--- config.mk ---
export PLATFORM = sky130hd
export DESIGN_NAME = tick_clock_with_sleep_deadlines_core
export DESIGN_NICKNAME = d
export VERILOG_FILES = /design/src/rtl/tcsd_pkg.sv /design/src/rtl/tcsd_ctrl.sv /design/src/rtl/tcsd_dpath.sv /design/src/rtl/tick_clock_with_sleep_deadlines_core.sv
export SDC_FILE = /design/constraint.sdc
export NUM_CORES = 2
export LEC_CHECK = 0
export ABC_AREA = 0
export BUFFER_PORTS_ARGS = -buffer_cell sky130_fd_sc_hd__buf_2
export CAP_MARGIN = 30
export CORE_ASPECT_RATIO = 0.6
export CORE_MARGIN = 10
export CORE_UTILIZATION = 54
export DETAILED_ROUTE_END_ITERATION = 8
export GPL_TIMING_DRIVEN = 0
export PLACE_DENSITY = 0.76
export SLEW_MARGIN = 20
export SYNTH_ARGS = -nofsm -noshare
export SYNTH_HDL_FRONTEND = slang
export SYNTH_SLANG_ARGS = --single-unit
export TNS_END_PERCENT = 100
--- constraint.sdc ---
create_clock -name clock -period 9 [get_ports clock]
set_input_delay 1.8 -clock clock [delete_from_list [all_inputs] [get_ports clock]]
set_output_delay 1.8 -clock clock [all_outputs]
set_load 0.01 [all_outputs]
--- src/rtl/tcsd_pkg.sv ---
// Shared types, constants and helpers for the tick clock with sleep deadlines.
// Used by the controller, the datapath and the top level; depends on nothing.
`default_nettype none
package tcsd_pkg;

   localparam int MAX_SLEEPERS = 16;
   localparam int SLOT_W = (MAX_SLEEPERS > 1) ? $clog2(MAX_SLEEPERS) : 1;
   localparam int DIV_STEPS = 10;
   localparam int STEP_W = $clog2(DIV_STEPS);
   localparam logic [63:0] NS_PER_S = 64'd1000000000;
   localparam logic [19:0] NS_PER_MS = 20'd1000000;
   localparam logic [9:0] PERIOD_RESET = 10'd10;

   // One second is 2^9 times this odd factor; the magic number is its
   // rounded-up reciprocal scaled by 2^53, exact for any 32-bit numerator.
   localparam logic [20:0] DIV_D = 21'd1953125;
   localparam logic [32:0] DIV_MAGIC = 33'd4611686019;

   localparam logic [1:0] ACT_TICK = 2'd0;
   localparam logic [1:0] ACT_SLEEP = 2'd1;
   localparam logic [1:0] ACT_QUERY = 2'd2;

   localparam logic [1:0] KIND_WOKEN = 2'd0;
   localparam logic [1:0] KIND_RESCHED = 2'd1;
   localparam logic [1:0] KIND_TIME = 2'd2;
   localparam logic [1:0] KIND_STATUS = 2'd3;

   localparam logic [1:0] ST_OK = 2'd0;
   localparam logic [1:0] ST_PASSED = 2'd1;
   localparam logic [1:0] ST_INVALID = 2'd2;
   localparam logic [1:0] ST_FULL = 2'd3;

   typedef struct packed {
      logic [1:0]  action;
      logic        clock_is_monotonic;
      logic [7:0]  task_id;
      logic        absolute_mode;
      logic [31:0] request_seconds;
      logic [29:0] request_nanoseconds;
   } req_type;

   typedef struct packed {
      logic [1:0]  result_kind;
      logic [7:0]  woken_task;
      logic [34:0] time_seconds;
      logic [29:0] time_nanoseconds;
      logic [1:0]  status;
      logic        last_result;
   } rsp_type;

   typedef struct packed {
      logic              load_req;
      logic              tick_mul;
      logic              tick_add;
      logic              slp_mul;
      logic              slp_add1;
      logic              slp_add2;
      logic              div_start;
      logic              div_step;
      logic              div_fold;
      logic              slot_write;
      logic              slot_clear;
      logic              emit;
      logic              flush;
      logic [1:0]        kind;
      logic [1:0]        status;
      logic [SLOT_W-1:0] idx;
   } cmd_type;

   typedef struct packed {
      logic [1:0] action;
      logic       mono;
      logic       slot_valid;
      logic       slot_due;
      logic       d_passed;
      logic       even_tick;
      logic       out_free;
      logic       hold_valid;
   } sts_type;

   function automatic logic [63:0] sat_add(input logic [63:0] a, input logic [63:0] b);
      logic [64:0] s;
      s = {1'b0, a} + {1'b0, b};
      return s[64] ? {64{1'b1}} : s[63:0];
   endfunction

endpackage
`default_nettype wire

--- src/rtl/tcsd_ctrl.sv ---
// Controller state machine: sequences ticks, sleep requests and time queries.
// Depends on tcsd_pkg; drives the datapath only through command and status.
`default_nettype none
module tcsd_ctrl
   import tcsd_pkg::*;
(
   input  wire logic clock,
   input  wire logic reset,
   input  wire logic req_valid,
   output logic      req_stall,
   input  sts_type   sts,
   output cmd_type   cmd
);

   typedef enum logic [3:0] {
      S_IDLE, S_DECODE, S_TICK_MUL, S_TICK_ADD, S_TICK_SCAN, S_TICK_RESCHED,
      S_SLP_MUL, S_SLP_ADD1, S_SLP_ADD2, S_SLP_CMP, S_SLP_SCAN, S_SLP_EMIT,
      S_QRY_DIV, S_QRY_EMIT, S_FLUSH
   } state_type;

   state_type         state_ff, state_in;
   logic [SLOT_W-1:0] idx_ff, idx_in;
   logic [STEP_W-1:0] step_ff, step_in;
   logic [1:0]        status_ff, status_in;
   logic              can_emit;
   logic              idx_last;

   assign req_stall = (state_ff != S_IDLE);
   assign can_emit = !sts.hold_valid || sts.out_free;
   assign idx_last = (idx_ff == SLOT_W'(MAX_SLEEPERS - 1));

   always_comb begin
      state_in = state_ff;
      idx_in = idx_ff;
      step_in = step_ff;
      status_in = status_ff;
      cmd = '0;
      cmd.idx = idx_ff;
      cmd.status = ST_OK;
      case (state_ff)
         S_IDLE: begin
            if (req_valid) begin
               cmd.load_req = 1'b1;
               state_in = S_DECODE;
            end
         end
         S_DECODE: begin
            idx_in = '0;
            case (sts.action)
               ACT_TICK: state_in = S_TICK_MUL;
               ACT_SLEEP: begin
                  if (sts.mono) begin
                     state_in = S_SLP_MUL;
                  end else begin
                     status_in = ST_INVALID;
                     state_in = S_SLP_EMIT;
                  end
               end
               ACT_QUERY: begin
                  if (sts.mono) begin
                     cmd.div_start = 1'b1;
                     step_in = '0;
                     state_in = S_QRY_DIV;
                  end else begin
                     state_in = S_QRY_EMIT;
                  end
               end
               default: state_in = S_IDLE;
            endcase
         end
         S_TICK_MUL: begin
            cmd.tick_mul = 1'b1;
            state_in = S_TICK_ADD;
         end
         S_TICK_ADD: begin
            cmd.tick_add = 1'b1;
            state_in = S_TICK_SCAN;
         end
         S_TICK_SCAN: begin
            cmd.kind = KIND_WOKEN;
            if (!sts.slot_due || can_emit) begin
               if (sts.slot_due) begin
                  cmd.emit = 1'b1;
                  cmd.slot_clear = 1'b1;
               end
               if (idx_last) begin
                  state_in = S_TICK_RESCHED;
               end else begin
                  idx_in = idx_ff + 1'b1;
               end
            end
         end
         S_TICK_RESCHED: begin
            cmd.kind = KIND_RESCHED;
            if (!sts.even_tick) begin
               state_in = S_FLUSH;
            end else if (can_emit) begin
               cmd.emit = 1'b1;
               state_in = S_FLUSH;
            end
         end
         S_SLP_MUL: begin
            cmd.slp_mul = 1'b1;
            state_in = S_SLP_ADD1;
         end
         S_SLP_ADD1: begin
            cmd.slp_add1 = 1'b1;
            state_in = S_SLP_ADD2;
         end
         S_SLP_ADD2: begin
            cmd.slp_add2 = 1'b1;
            state_in = S_SLP_CMP;
         end
         S_SLP_CMP: begin
            if (sts.d_passed) begin
               status_in = ST_PASSED;
               state_in = S_SLP_EMIT;
            end else begin
               state_in = S_SLP_SCAN;
            end
         end
         S_SLP_SCAN: begin
            if (!sts.slot_valid) begin
               cmd.slot_write = 1'b1;
               status_in = ST_OK;
               state_in = S_SLP_EMIT;
            end else if (idx_last) begin
               status_in = ST_FULL;
               state_in = S_SLP_EMIT;
            end else begin
               idx_in = idx_ff + 1'b1;
            end
         end
         S_SLP_EMIT: begin
            cmd.kind = KIND_STATUS;
            cmd.status = status_ff;
            if (can_emit) begin
               cmd.emit = 1'b1;
               state_in = S_FLUSH;
            end
         end
         S_QRY_DIV: begin
            cmd.div_step = !step_ff[0];
            cmd.div_fold = step_ff[0];
            if (step_ff == STEP_W'(DIV_STEPS - 1)) begin
               state_in = S_QRY_EMIT;
            end else begin
               step_in = step_ff + 1'b1;
            end
         end
         S_QRY_EMIT: begin
            cmd.kind = KIND_TIME;
            cmd.status = sts.mono ? ST_OK : ST_INVALID;
            if (can_emit) begin
               cmd.emit = 1'b1;
               state_in = S_FLUSH;
            end
         end
         S_FLUSH: begin
            if (!sts.hold_valid) begin
               state_in = S_IDLE;
            end else if (sts.out_free) begin
               cmd.flush = 1'b1;
               state_in = S_IDLE;
            end
         end
         default: state_in = S_IDLE;
      endcase
   end

   always_ff @(posedge clock) begin
      if (reset) begin
         state_ff <= S_IDLE;
         idx_ff <= '0;
         step_ff <= '0;
         status_ff <= ST_OK;
      end else begin
         state_ff <= state_in;
         idx_ff <= idx_in;
         step_ff <= step_in;
         status_ff <= status_in;
      end
   end

endmodule
`default_nettype wire

--- src/rtl/tcsd_dpath.sv ---
// Datapath: clock registers, sleeper slots, divider, result hold and output register.
// Depends on tcsd_pkg; acts only on commands from the controller.
`default_nettype none
module tcsd_dpath
   import tcsd_pkg::*;
(
   input  wire logic clock,
   input  wire logic reset,
   input  req_type   req_data,
   input  wire logic csr_we,
   input  wire logic [9:0] csr_wdata,
   input  cmd_type   cmd,
   output sts_type   sts,
   output logic      rsp_valid,
   input  wire logic rsp_stall,
   output rsp_type   rsp_data
);

   logic [9:0]  period_ff;
   logic [63:0] tick_count_ff;
   logic [63:0] time_ff;
   logic [29:0] inc_ff;
   req_type     req_ff;
   logic [61:0] prod_ff;
   logic [63:0] d_ff;
   logic [54:0] div_y_ff;
   logic [20:0] div_r_ff;
   logic [10:0] div_q_ff;
   logic [8:0]  div_lo_ff;
   logic [34:0] quo_ff;
   logic [31:0] div_num;
   logic [64:0] div_prod;
   logic [31:0] div_back;
   logic [63:0] slot_deadline_ff [MAX_SLEEPERS];
   logic [7:0]  slot_task_ff [MAX_SLEEPERS];
   logic [MAX_SLEEPERS-1:0] slot_valid_ff;
   rsp_type     hold_ff;
   logic        hold_valid_ff;
   rsp_type     rsp_ff;
   logic        rsp_valid_ff;
   rsp_type     new_rsp;
   logic        out_free;
   logic [63:0] slot_dl;

   assign out_free = !rsp_valid_ff || !rsp_stall;
   assign slot_dl = slot_deadline_ff[cmd.idx];

   // The time is divided by one second in five 11-bit digits of the time shifted
   // right by nine; each digit takes an estimate step followed by a remainder step.
   assign div_num = {div_r_ff, div_y_ff[54:44]};
   assign div_prod = 65'(div_num) * 65'(DIV_MAGIC);
   assign div_back = 32'(div_q_ff) * 32'(DIV_D);

   assign sts.action = req_ff.action;
   assign sts.mono = req_ff.clock_is_monotonic;
   assign sts.slot_valid = slot_valid_ff[cmd.idx];
   assign sts.slot_due = slot_valid_ff[cmd.idx] && (slot_dl <= time_ff);
   assign sts.d_passed = (d_ff <= time_ff);
   assign sts.even_tick = !tick_count_ff[0];
   assign sts.out_free = out_free;
   assign sts.hold_valid = hold_valid_ff;

   always_comb begin
      new_rsp = '0;
      new_rsp.result_kind = cmd.kind;
      new_rsp.status = cmd.status;
      if (cmd.kind == KIND_WOKEN) begin
         new_rsp.woken_task = slot_task_ff[cmd.idx];
      end
      if (cmd.kind == KIND_TIME && cmd.status == ST_OK) begin
         new_rsp.time_seconds = quo_ff;
         new_rsp.time_nanoseconds = {div_r_ff, div_lo_ff};
      end
   end

   always_ff @(posedge clock) begin
      if (cmd.load_req) begin
         req_ff <= req_data;
      end
      if (cmd.tick_mul) begin
         inc_ff <= 30'(period_ff * NS_PER_MS);
      end
      if (cmd.slp_mul) begin
         prod_ff <= 62'(req_ff.request_seconds * NS_PER_S[29:0]);
      end
      if (cmd.slp_add1) begin
         d_ff <= sat_add({2'b00, prod_ff}, {34'd0, req_ff.request_nanoseconds});
      end
      if (cmd.slp_add2 && !req_ff.absolute_mode) begin
         d_ff <= sat_add(time_ff, d_ff);
      end
      if (cmd.div_start) begin
         div_y_ff <= time_ff[63:9];
         div_lo_ff <= time_ff[8:0];
         div_r_ff <= '0;
         quo_ff <= '0;
      end else if (cmd.div_step) begin
         div_q_ff <= div_prod[63:53];
      end else if (cmd.div_fold) begin
         div_r_ff <= 21'(div_num - div_back);
         div_y_ff <= {div_y_ff[43:0], 11'd0};
         quo_ff <= {quo_ff[23:0], div_q_ff};
      end
      if (cmd.slot_write) begin
         slot_deadline_ff[cmd.idx] <= d_ff;
         slot_task_ff[cmd.idx] <= req_ff.task_id;
      end
      if (cmd.emit) begin
         hold_ff <= new_rsp;
      end
      if (cmd.emit && hold_valid_ff) begin
         rsp_ff <= {hold_ff[$bits(rsp_type)-1:1], 1'b0};
      end else if (cmd.flush) begin
         rsp_ff <= {hold_ff[$bits(rsp_type)-1:1], 1'b1};
      end
   end

   always_ff @(posedge clock) begin
      if (reset) begin
         period_ff <= PERIOD_RESET;
         tick_count_ff <= '0;
         time_ff <= '0;
         slot_valid_ff <= '0;
         hold_valid_ff <= 1'b0;
         rsp_valid_ff <= 1'b0;
      end else begin
         if (csr_we) begin
            period_ff <= csr_wdata;
         end
         if (cmd.tick_mul) begin
            tick_count_ff <= tick_count_ff + 64'd1;
         end
         if (cmd.tick_add) begin
            time_ff <= sat_add(time_ff, {34'd0, inc_ff});
         end
         if (cmd.slot_write) begin
            slot_valid_ff[cmd.idx] <= 1'b1;
         end else if (cmd.slot_clear) begin
            slot_valid_ff[cmd.idx] <= 1'b0;
         end
         if (cmd.emit) begin
            hold_valid_ff <= 1'b1;
         end else if (cmd.flush) begin
            hold_valid_ff <= 1'b0;
         end
         if ((cmd.emit && hold_valid_ff) || cmd.flush) begin
            rsp_valid_ff <= 1'b1;
         end else if (!rsp_stall) begin
            rsp_valid_ff <= 1'b0;
         end
      end
   end

   assign rsp_valid = rsp_valid_ff;
   assign rsp_data = rsp_ff;

endmodule
`default_nettype wire

--- src/rtl/tick_clock_with_sleep_deadlines_core.sv ---
// Top level of the tick clock with sleep deadlines.
// Joins tcsd_ctrl and tcsd_dpath; depends on tcsd_pkg.
//
// Usage: req_data carries one transaction (tick, sleep request or time query),
// taken when req_valid is high and req_stall low. Results leave on rsp_data
// under rsp_valid/rsp_stall; the last result of a transaction has last_result
// set. csr_we with csr_wdata writes the tick period in milliseconds.
// One transaction is worked on at a time; req_stall is high from the cycle after
// acceptance until the block is idle again. A tick scans the 16 sleeper slots
// one per cycle, pausing on a due slot while the result path is full. A sleep
// request whose deadline has not passed scans for a free slot. A monotonic time
// query runs a five-digit reciprocal divider, estimate and remainder per digit.
// The last result appears on rsp_data at the edge where the block returns to idle.
// Results are staged through a one-entry hold register and an output register,
// so a stalled receiver holds the block in place without losing a result.
// Synchronous reset clears the clock, the tick count, all slot valid bits and
// restores a period of 10 ms.
`default_nettype none
module tick_clock_with_sleep_deadlines_core
   import tcsd_pkg::*;
(
   input  wire logic clock,
   input  wire logic reset,
   input  wire logic req_valid,
   output logic      req_stall,
   input  req_type   req_data,
   output logic      rsp_valid,
   input  wire logic rsp_stall,
   output rsp_type   rsp_data,
   input  wire logic csr_we,
   input  wire logic [9:0] csr_wdata
);

   cmd_type cmd;
   sts_type sts;

   tcsd_ctrl u_ctrl (
      .clock     (clock),
      .reset     (reset),
      .req_valid (req_valid),
      .req_stall (req_stall),
      .sts       (sts),
      .cmd       (cmd)
   );

   tcsd_dpath u_dpath (
      .clock     (clock),
      .reset     (reset),
      .req_data  (req_data),
      .csr_we    (csr_we),
      .csr_wdata (csr_wdata),
      .cmd       (cmd),
      .sts       (sts),
      .rsp_valid (rsp_valid),
      .rsp_stall (rsp_stall),
      .rsp_data  (rsp_data)
   );

endmodule
`default_nettype wire
==> results_dict.tcl <==
set metrics [dict create \
    synth.area.top_cells "edfxtp_1 (44%), fa_1 (14%), ha_1 (12%)" \
    clk_latency_ns 0.83 \
    finalWirelength_um 303000 \
    cts_buffers 163 \
    critPathMaxStageDelay_ns 0.67 \
    syn_nets 9637 \
    worstPathArrival_ns 9.24 \
    dieHeight_um 365 \
    setup_slack_ns 0.308 \
    synth_cells 7759 \
    ys_ff_latch 1744 \
    worst_ep_required_time_ns 9.54 \
    cts_sinks 1744 \
    drtPass1Iterations 6 \
    synth_edf_count 1581 \
    hold_class "register to register" \
    cp_common_cell "fa_1" \
    drtIter0Drc 8459 \
    synth_warnings 0 \
    synth_top_area_share_pct 44.3 \
    endpoint_kind "register" \
    ys_seq_area_share_pct 47.4 \
    crit_fanout 9 \
    layout-drive-gt1-share_pct 12.1 \
    cap_violations 0 \
    period_share_pct 96.6 \
    die-area_mm2 0.217 \
    setup_viol 0 \
    core-area_mm2 0.197 \
    synthFlopType "edfxtp_1" \
    syn_area_per_cell_um2 13.8 \
    via_count 66500 \
    cts.clk_slew.worst_paths_ns 0.07 \
    synth_top_area_cell "edfxtp_1" \
    drv_slew 0 \
    relSlewSlack_pct 24.2 \
    timing.hold.ws_ns 0.470 \
    area_growth_syn_to_layout_pct 10.4 \
    rsz0062_at_grt "false" \
    finalHoldViolations 0 \
    grt_pass1_wl_um 447000 \
    clock_path_buffers 4 \
    grt_max_degree 63 \
    status "finished, final reports clean" \
    htree_levels 4 \
    dp_hpwl_um 226000 \
    num_rows 126 \
    port_buffers 167 \
    io_pins 169 \
    mostFrequentLayoutCells "edfxtp_1 (1581), inv_1 (1264), ha_1 (1057)" \
    drc 0 \
    period_needed_ns 8.69 \
    path_class "register to register" \
    utilization_pct 60.0 \
    cts_tree "built" \
    max_freq_mhz 115 \
    r2r_slack_ns 0.31 \
    routedWlPerCell_um 27.7 \
    antenna_found_initial 7 \
    start_kind "register" \
    die_width_um 595 \
    cp_slowest_cell "dfxtp_1" \
    syn_area_mm2 0.107 \
    ant_nets 0 \
    postCtsHoldBufs 0 \
    routed_via_density 6.07 \
    worst_pin_slew_ns 1.13 \
    dp_slack_ns -0.0741 \
    async_flop_share_pct 0 \
    fin_nets 10100 \
    initial_core_util_pct 54.4 \
    grt_pass1_vias 66700 \
    yosys.cell_types.count 95 \
    overflow 0 \
    mostFrequentLayoutCell "edfxtp_1" \
    gp_congestion 1.00 \
    skew_ns 0.0549 \
    track_usage_pct 27.6 \
    cts_root_buffer "clkbuf_16" \
]
[state kept, by name, summed over array words and instances (netlist names), 24 cells and up, named ones only]
| signal | flops |
|---|---|
| u_dpath.slot_task_ff | 128 |
| u_dpath.d_ff | 64 |
| u_dpath.div_y_ff | 55 |
| u_dpath.hold_ff | 72 |
| u_dpath.quo_ff | 35 |
| u_dpath.slot_deadline_ff | 1024 |
| u_dpath.rsp_data | 73 |
| u_dpath.inc_ff | 24 |
| u_dpath.time_ff | 59 |
| u_dpath.prod_ff | 53 |
| u_dpath.req_ff | 71 |
[kinds of logic after synthesis]
logic type / share of synthesized area (%)
AOI/OAI and AO/OA: 6.14
xor gates and xnor gates: 2.18
adders and majority gates: 26.0
buffers and inverters: 5.31
DFF: 47.4
muxes: 7.84
and+or+nand+nor: 5.09
[worst max-delay path: cells and delay by family (launching register included)]
kind,cells,cell delay (ns)
simple gates,1,0.19
xor+xnor,1,0.13
flops,1,0.67
buf+inv,6,0.62
fa+ha+maj,9,3.90
compound gates,10,2.96
[what timing repair did]
action / in CTS / in global routing
pin swaps: 0 / 1
resized for setup: 2 / 4
endpoints found under the setup margin: 3 / 7
endpoints found under the hold margin: 0 / 0
setup buffers: 1 / 2
[area by class of cell]
class	instances	area, µm²
fill	14900	78700
clock inverter	92	787
clock buffer	193	4250
antenna	7	17.5
buffer	217	917
multi-input combinational	4522	50800
tap	2624	3280
sequential	1744	50700
inverter	1276	4840
timing repair buffer	276	2630
[cells in the mapped netlist (32+ instances only)]
| master | instances |
|---|---|
| edfxtp_1 | 1581 |
| ha_1 | 1057 |
| nand3_1 | 102 |
| and3_1 | 39 |
| a21o_1 | 122 |
| a31oi_1 | 40 |
| clkbuf_1 | 145 |
| mux4_2 | 365 |
| o21bai_1 | 47 |
| inv_1 | 1275 |
| nor2_1 | 237 |
| a211oi_1 | 42 |
| buf_1 | 33 |
| a21oi_1 | 327 |
| nand4_1 | 55 |
| nor4_1 | 32 |
| nand2b_1 | 37 |
| a22o_1 | 32 |
| dfxtp_1 | 163 |
| fa_1 | 732 |
| xor2_1 | 96 |
| nor3_1 | 71 |
| nor2b_1 | 57 |
| o21ai_0 | 186 |
| and2_1 | 146 |
| xnor2_1 | 171 |
| nand2_1 | 213 |
[stage by stage]
step	cells	area, µm²	setup TNS [ns]
floorplan	7759	107000	0
global placement	10600	111000	-686.28
detailed placement	10600	113000	-0.0924
CTS	10900	118000	0
global route	10900	118000	0
finish	11000	118000	0
[final timing paths]
| kind | start | end | cells past startpoint |
|---|---|---|---|
| worst max-delay path | u_dpath.div_r_ff[4] | u_dpath.div_q_ff[10] | 27 |
| worst min-delay path | u_dpath.quo_ff[29] | u_dpath.quo_ff[29] | 1 |
| worst max register to register | u_dpath.div_r_ff[4] | u_dpath.div_q_ff[10] | 27 |
| worst min register to register | u_dpath.quo_ff[29] | u_dpath.quo_ff[29] | 1 |
[routing by layer]
layer  wire length [µm]  GRT usage (%)
met1             133000           42.2
met2             123000           38.5
met3              41500           9.69
met4               5780           5.02
met5                  0              0
Power is not shown: default switching activity piles up to over one toggle a cycle in this logic, so the estimate is an artifact.
